==> config.mk <==
export PLATFORM = sky130hd
export DESIGN_NAME = wraparound_timer_queue
export DESIGN_NICKNAME = d
export VERILOG_FILES = /design/src/rtl/wtq_pkg.sv /design/src/rtl/wraparound_timer_queue.sv
export SDC_FILE = /design/constraint.sdc
export NUM_CORES = 1
export LEC_CHECK = 0
export ABC_AREA = 1
export BUFFER_PORTS_ARGS = -buffer_cell sky130_fd_sc_hd__buf_4
export CORE_MARGIN = 2
export CORE_UTILIZATION = 40
export CTS_CLUSTER_SIZE = 40
export DETAILED_ROUTE_END_ITERATION = 10
export PLACE_DENSITY_LB_ADDON = 0.12
export SLEW_MARGIN = 25
export SYNTH_ARGS = -nofsm -noshare
export SYNTH_HDL_FRONTEND = slang
export SYNTH_SLANG_ARGS = --single-unit
==> constraint.sdc <==
create_clock -name clk -period 7.91 [get_ports clk]
set_clock_uncertainty 0.2 [all_clocks]
set_input_delay 0.791 -clock clk [delete_from_list [all_inputs] [get_ports clk]]
set_output_delay 0.791 -clock clk [all_outputs]
set_load 0.01 [all_outputs]
==> src/rtl/wtq_pkg.sv <==
// Package for the wraparound timer queue: sizes, request and status codes,
// and the modular time compare. No dependencies.
package wtq_pkg;
	localparam int DEPTH     = 16;
	localparam int TIME_BITS = 16;
	localparam int ID_BITS   = 4;
	localparam int AW        = $clog2(DEPTH);
	localparam int CW        = $clog2(DEPTH + 1);

	localparam logic [1:0] ACT_INSERT = 2'd0;
	localparam logic [1:0] ACT_EXPIRE = 2'd1;
	localparam logic [1:0] ACT_REMOVE = 2'd2;

	localparam logic [1:0] ST_DONE     = 2'd0;
	localparam logic [1:0] ST_FULL     = 2'd1;
	localparam logic [1:0] ST_NOT_DUE  = 2'd2;
	localparam logic [1:0] ST_NOT_FOUND = 2'd3;

	typedef struct packed {
		logic [TIME_BITS-1:0] wake;
		logic [ID_BITS-1:0]   id;
	} entry_t;

	// a is equal to or later than b, modulo 2^TIME_BITS
	function automatic logic not_before(input logic [TIME_BITS-1:0] a,
		input logic [TIME_BITS-1:0] b);
		logic [TIME_BITS-1:0] d;
		d = a - b;
		return ~d[TIME_BITS-1];
	endfunction
endpackage

==> src/rtl/wraparound_timer_queue.sv <==
// Top level of the wraparound timer queue: one entry memory plus the
// sequencer that scans and shifts it. Depends on wtq_pkg.
//
// Usage: raise start with action, task_id and stamp while busy is low; the
// request is taken at that edge and busy stays high until the result has
// been shown. The result (status, popped_id, occupancy) is valid for exactly
// one cycle while result_valid is high; the receiver cannot stall it.
// Actions: insert keeps the entries in deadline order (modular compare,
// a new entry goes ahead of equal times), expire pops the head when its
// deadline is due at stamp, remove takes out the entry nearest the head
// with the given id. Action code 3 is ignored with status done.
// Sequencing: every step works through the entry memory, whose read data
// arrives in the cycle after the address. A scan reads and then compares
// each entry visited and a shift reads and then writes each entry moved;
// the shortest requests are the trivial ones that go straight to the result.
// occupancy always shows the entry count after the last request.
// Reset: arst_n clears the count and the sequencer; memory contents are
// never read before being written, so no clearing pass is needed.
module wraparound_timer_queue (
	input  logic                          clk,
	input  logic                          arst_n,
	input  logic                          start,
	input  logic [1:0]                    action,
	input  logic [wtq_pkg::ID_BITS-1:0]   task_id,
	input  logic [wtq_pkg::TIME_BITS-1:0] stamp,
	output logic                          busy,
	output logic                          result_valid,
	output logic [1:0]                    status,
	output logic [wtq_pkg::ID_BITS-1:0]   popped_id,
	output logic [wtq_pkg::CW-1:0]        occupancy
);
	import wtq_pkg::*;

	localparam logic [2:0] S_IDLE = 3'd0;
	localparam logic [2:0] S_RD   = 3'd1; // read entry under scan
	localparam logic [2:0] S_CHK  = 3'd2; // compare scanned entry
	localparam logic [2:0] S_DRD  = 3'd3; // downward shift: read j-1
	localparam logic [2:0] S_DWR  = 3'd4; // downward shift: write j
	localparam logic [2:0] S_URD  = 3'd5; // upward shift: read j
	localparam logic [2:0] S_UWR  = 3'd6; // upward shift: write j-1
	localparam logic [2:0] S_RESP = 3'd7;

	logic [2:0]           state_q;
	logic [1:0]           act_q;
	logic [ID_BITS-1:0]   id_q;
	logic [TIME_BITS-1:0] stamp_q;
	logic [CW-1:0]        count_q;
	logic [CW-1:0]        idx_q;   // scan index
	logic [CW-1:0]        pos_q;   // insert slot
	logic [CW-1:0]        j_q;     // shift index
	logic [1:0]           status_q;
	logic [ID_BITS-1:0]   popped_q;

	// entry memory, registered read data
	entry_t mem [DEPTH];
	entry_t rdata_q;
	logic   re, we;
	logic [AW-1:0] raddr, waddr;
	entry_t wdata;

	logic [CW-1:0] idx_nx, jm1, jp1;
	assign idx_nx = idx_q + 1'b1;
	assign jm1    = j_q - 1'b1;
	assign jp1    = j_q + 1'b1;

	always_comb begin
		re    = 1'b0;
		we    = 1'b0;
		raddr = idx_q[AW-1:0];
		waddr = j_q[AW-1:0];
		wdata = rdata_q;
		unique case (state_q)
			S_RD: begin
				re = 1'b1;
			end
			S_DRD: begin
				if (j_q == pos_q) begin
					// slot is open: place the new entry
					we    = 1'b1;
					waddr = pos_q[AW-1:0];
					wdata = '{wake: stamp_q, id: id_q};
				end else begin
					re    = 1'b1;
					raddr = jm1[AW-1:0];
				end
			end
			S_DWR: begin
				we = 1'b1;
			end
			S_URD: begin
				re    = (j_q != count_q);
				raddr = j_q[AW-1:0];
			end
			S_UWR: begin
				we    = 1'b1;
				waddr = jm1[AW-1:0];
			end
			default: ;
		endcase
	end

	always_ff @(posedge clk) begin
		if (we)
			mem[waddr] <= wdata;
		if (re)
			rdata_q <= mem[raddr];
	end

	always_ff @(posedge clk or negedge arst_n) begin
		if (!arst_n) begin
			state_q  <= S_IDLE;
			count_q  <= '0;
			idx_q    <= '0;
			pos_q    <= '0;
			j_q      <= '0;
			act_q    <= '0;
			id_q     <= '0;
			stamp_q  <= '0;
			status_q <= ST_DONE;
			popped_q <= '0;
		end else begin
			unique case (state_q)
				S_IDLE: begin
					if (start) begin
						act_q    <= action;
						id_q     <= task_id;
						stamp_q  <= stamp;
						status_q <= ST_DONE;
						popped_q <= '0;
						idx_q    <= '0;
						priority if (action == ACT_INSERT) begin
							if (count_q == CW'(DEPTH)) begin
								status_q <= ST_FULL;
								state_q  <= S_RESP;
							end else if (count_q == '0) begin
								pos_q   <= '0;
								j_q     <= '0;
								state_q <= S_DRD;
							end else begin
								state_q <= S_RD;
							end
						end else if (action == ACT_EXPIRE) begin
							if (count_q == '0) begin
								status_q <= ST_NOT_DUE;
								state_q  <= S_RESP;
							end else begin
								state_q <= S_RD;
							end
						end else if (action == ACT_REMOVE) begin
							if (count_q == '0) begin
								status_q <= ST_NOT_FOUND;
								state_q  <= S_RESP;
							end else begin
								state_q <= S_RD;
							end
						end else begin
							// unused code: report done, queue untouched
							state_q <= S_RESP;
						end
					end
				end
				S_RD: begin
					state_q <= S_CHK;
				end
				S_CHK: begin
					priority if (act_q == ACT_INSERT) begin
						if (not_before(rdata_q.wake, stamp_q)) begin
							pos_q   <= idx_q;
							j_q     <= count_q;
							state_q <= S_DRD;
						end else if (idx_nx == count_q) begin
							// later than all: append at the tail
							pos_q   <= count_q;
							j_q     <= count_q;
							state_q <= S_DRD;
						end else begin
							idx_q   <= idx_nx;
							state_q <= S_RD;
						end
					end else if (act_q == ACT_EXPIRE) begin
						if (not_before(stamp_q, rdata_q.wake)) begin
							popped_q <= rdata_q.id;
							j_q      <= CW'(1);
							state_q  <= S_URD;
						end else begin
							status_q <= ST_NOT_DUE;
							state_q  <= S_RESP;
						end
					end else begin
						if (rdata_q.id == id_q) begin
							popped_q <= rdata_q.id;
							j_q      <= idx_nx;
							state_q  <= S_URD;
						end else if (idx_nx == count_q) begin
							status_q <= ST_NOT_FOUND;
							state_q  <= S_RESP;
						end else begin
							idx_q   <= idx_nx;
							state_q <= S_RD;
						end
					end
				end
				S_DRD: begin
					if (j_q == pos_q) begin
						count_q <= count_q + 1'b1;
						state_q <= S_RESP;
					end else begin
						state_q <= S_DWR;
					end
				end
				S_DWR: begin
					j_q     <= jm1;
					state_q <= S_DRD;
				end
				S_URD: begin
					if (j_q == count_q) begin
						count_q <= count_q - 1'b1;
						state_q <= S_RESP;
					end else begin
						state_q <= S_UWR;
					end
				end
				S_UWR: begin
					j_q     <= jp1;
					state_q <= S_URD;
				end
				S_RESP: begin
					state_q <= S_IDLE;
				end
				default: state_q <= S_IDLE;
			endcase
		end
	end

	assign busy         = (state_q != S_IDLE);
	assign result_valid = (state_q == S_RESP);
	assign status       = status_q;
	assign popped_id    = popped_q;
	assign occupancy    = count_q;

	a_strobe_single: assert property (@(posedge clk) disable iff (!arst_n)
		result_valid |=> !result_valid)
		else $error("result strobe longer than one cycle");
	a_count_bound: assert property (@(posedge clk) disable iff (!arst_n)
		count_q <= CW'(DEPTH))
		else $error("entry count above depth");
	a_take_busy: assert property (@(posedge clk) disable iff (!arst_n)
		(start && !busy) |=> busy)
		else $error("request taken but sequencer idle");
	a_popped_zero: assert property (@(posedge clk) disable iff (!arst_n)
		(result_valid && status != ST_DONE) |-> (popped_id == '0))
		else $error("id reported on failed request");
	a_count_step: assert property (@(posedge clk) disable iff (!arst_n)
		(state_q != S_DRD && state_q != S_URD) |=> $stable(count_q))
		else $error("count moved outside a shift end");
endmodule
==> results by group <==
Timing
  – Final setup TNS: 0 ns
  – Fin. Hold Viols: 0
  – Top achievable clock speed: about 230 MHz
  – Worst slew margin relative to its limit: 0.382
  – Hold Worst Slack: about 0.058 ns
  – Worst-Margin Slew: around 0.92 ns
  – Setup violations, final: 0
  – Final worst path period share: 0.543
  – RSZ-0062 raised after global routing: false
  – Max-slew violation count: 0
  – Worst Slack Setup Final: ~3.6 ns
  – Shortest period the worst path allows: about 4.3 ns

Synth
  – YS warnings: 0
  – Syn Nets: roughly 2,000
  – Yosys cell types: 39
  – FF+latch count, synth: a little under 400
  – Syn Area/Cell: 9.71 µm²
  – Cells after synthesis: around 1,900
  – Register area share after synthesis: 0.621
  – Synth Cell Area: between 15,000 and 20,000 µm²
  – Primary FF master, synth: edfxtp_1
  – Post-synth ARST share: 0.130
  – Post-synth EDFFs: 340

GRT
  – Global-route usage over all layers: 0.222
  – Vias in the first global route: approximately 13,000
  – Initial antenna violation count: 1
  – First-pass GRT wire length: roughly 80 mm
  – Grt ovf: 0
  – Largest net degree at the start of global routing: 85

Pwr
  – Pleak: 8.73 nW
  – PwrDens: slightly above 200 nW/µm²
  – Tot Pwr: between 4 and 5 mW
  – Worst vdd ir: approximately 0.00014 V

Placed design
  – DP Area: between 15,000 and 20,000 µm²
  – DP Worst Slack: ~3 ns
  – Detailed placement HPWL: about 30 mm
  – Number of buffers added on ports: 37
  – Placer Congestion: about 0.88

Finish
  – Commonest non-fill, non-tap cell in the layout: nand2_1
  – Multi-input logic area: 5690 µm²
  – Area grow syn2layout: 13.2%
  – Reg area: 11,500 µm²
  – Highest-count cells in the layout ignoring fill and taps: nand2_1, nand3_1, edfxtp_1, inv_1, buf_4
  – Final instance area: ~21,000 µm²
  – Antenna fix cells: 0
  – Nets: between 2,000 and 2,500
  – Filler cells: about 4,300
  – Share of cells above drive strength 1: 0.0931

Routing
  – Drt via density: roughly 5.2
  – Antenna viol nets, final: 0
  – Vias post-DR: 13,300
  – Total routed wirelength: 52.1 mm
  – First-pass iteration count of the detailed router: 5
  – DR iter-0 viols: 1,266
  – Routed wire per std cell: about 20 µm
  – DRC: 0

Clocking
  – Hold-fix buffer count after cts: 0
  – Clock Root Buffer: clkbuf_16
  – CTS Buffer Depth: 3
  – CTS Sinks: 391
  – Worst-Skew Late Latency: between 0.5 and 0.6 ns
  – CTS tree: yes
  – Setup Fix Bufs, Post-CTS: 0
  – H-tree lvl count: 2
  – Reg clk slew, reported paths: 0.06 ns
  – Post-CTS Resized: 0
  – CTS Buf Count: 45

Floorplan
  – CORE AREA: approximately 45,000 µm²
  – Die footprint: 47,900 µm²
  – Die X: between 200 and 250 µm
  – Top Ports: 38
  – Die H: between 200 and 250 µm
  – Starting Density: 0.406
  – Rows: 78

Worst hold path
  – Worst Hold Class: input pin to asynchronous set/reset pin

Worst setup path
  – CP startpoint kind: flop
  – Crit path capture type: flop
  – CP max FO: between 80 and 90
  – Critical Path AT: roughly 4.4 ns
  – R2R depth: 14
  – CP Class: flop to flop
  – WP data required: a little over 8 ns

Outcome
  – Status: finished clean

Run
  – Max_cap viols: 0
[registers in the layout (all words and copies together), names as in the netlist]
signal and count:
pos_q 5, popped_id 4, stamp_q 16, status 2
rdata_q 20, mem 320, id_q 4, j_q 5
idx_q 5, act_q 2, occupancy 5, state_q 3
[cell type report]
cell class | count | share of cell area
Sequential cell | 391 | 0.549
Multi-Input combinational cell | 1170 | 0.272
Clock buffer | 56 | 0.0568
Inverter | 250 | 0.0449
Tap cell | 600 | 0.0359
Timing Repair Buffer | 83 | 0.0307
Clock inverter | 26 | 0.0111
[worst max-delay path: stages (launching register included)]
cell and delay [ns]:
dfrtp_1 0.51, inv_2 0.12, nand2_1 0.07, nand2_1 0.06, nor2_2 0.18, nand4_4 0.51
nand2_2 0.31, nand2_4 0.35, nand2_8 0.57, buf_4 0.54, nand2_1 0.11, nand3_1 0.09
nand3_1 0.09, nand3_1 0.11, nand2_1 0.06
[layer usage]
layer | GRT usage | wire [µm] | vias up
met4 | 0.0714 | 1410 | 2
met1 | 0.311 | 23400 | 6457
met3 | 0.0327 | 2980 | 92
met5 | 0 | 9 | -
li1 | - | - | 6416
met2 | 0.356 | 24400 | 375
[cells by family after synthesis]
group,count (synthesis),share of synthesized area
AOI/OAI and AO/OA,118,0.0354
xor gates and xnor gates,23,0.0109
adders and majority gates,35,0.0241
buffers and inverters,343,0.0757
DFF,391,0.621
and+or+nand+nor,994,0.233
[power by group]
part	internal [mW]	switching (mW)
sequential	2.22	0.00562
combinational	0.0192	0.0318
clock	1.19	0.844
[through the flow]
step | utilization | cells
after floorplan | - | 1904
after CTS | 0.459 | 2575
after detailed placement | 0.428 | 2493
after global routing | 0.460 | 2576
after global placement | 0.428 | 2493
final | 0.460 | 2576
[final timing paths]
check / slack, ns / start / endpoint
worst min-delay path: 0.06 / arst_n / stamp_q[11]$_DFFE_PN0P_
min in group clk: 0.22 / stamp[8] / stamp_q[8]$_DFFE_PN0P_
worst max register to register: 3.62 / j_q[2]$_DFFE_PN0P_ / rdata_q[9]$_DFFE_PP_
max in group asynchronous: 6.95 / arst_n / pos_q[2]$_DFFE_PN0P_
worst max-delay path: 3.62 / j_q[2]$_DFFE_PN0P_ / rdata_q[9]$_DFFE_PP_
worst min register to register: 0.29 / popped_id[0]$_DFFE_PN0P_ / popped_id[0]$_DFFE_PN0P_
[Yosys cell counts (all sizes together) (3+ instances only)]
library cell / instances / area, µm²
o211ai: 9 / 67.6
nand4: 8 / 56.3
nand2: 538 / 2040
o22ai: 3 / 18.8
dfrtp: 51 / 1280
xnor2: 9 / 78.8
inv: 250 / 938
a21oi: 23 / 115
o21ai: 72 / 360
ha: 34 / 425
or2: 3 / 18.8
xor2: 14 / 123
buf: 60 / 337
edfxtp: 340 / 10200
nand3: 388 / 1950
clkbuf: 33 / 124
o21a: 3 / 22.5
nor2: 53 / 209
Note: power is estimated with default switching activity, not from simulation.
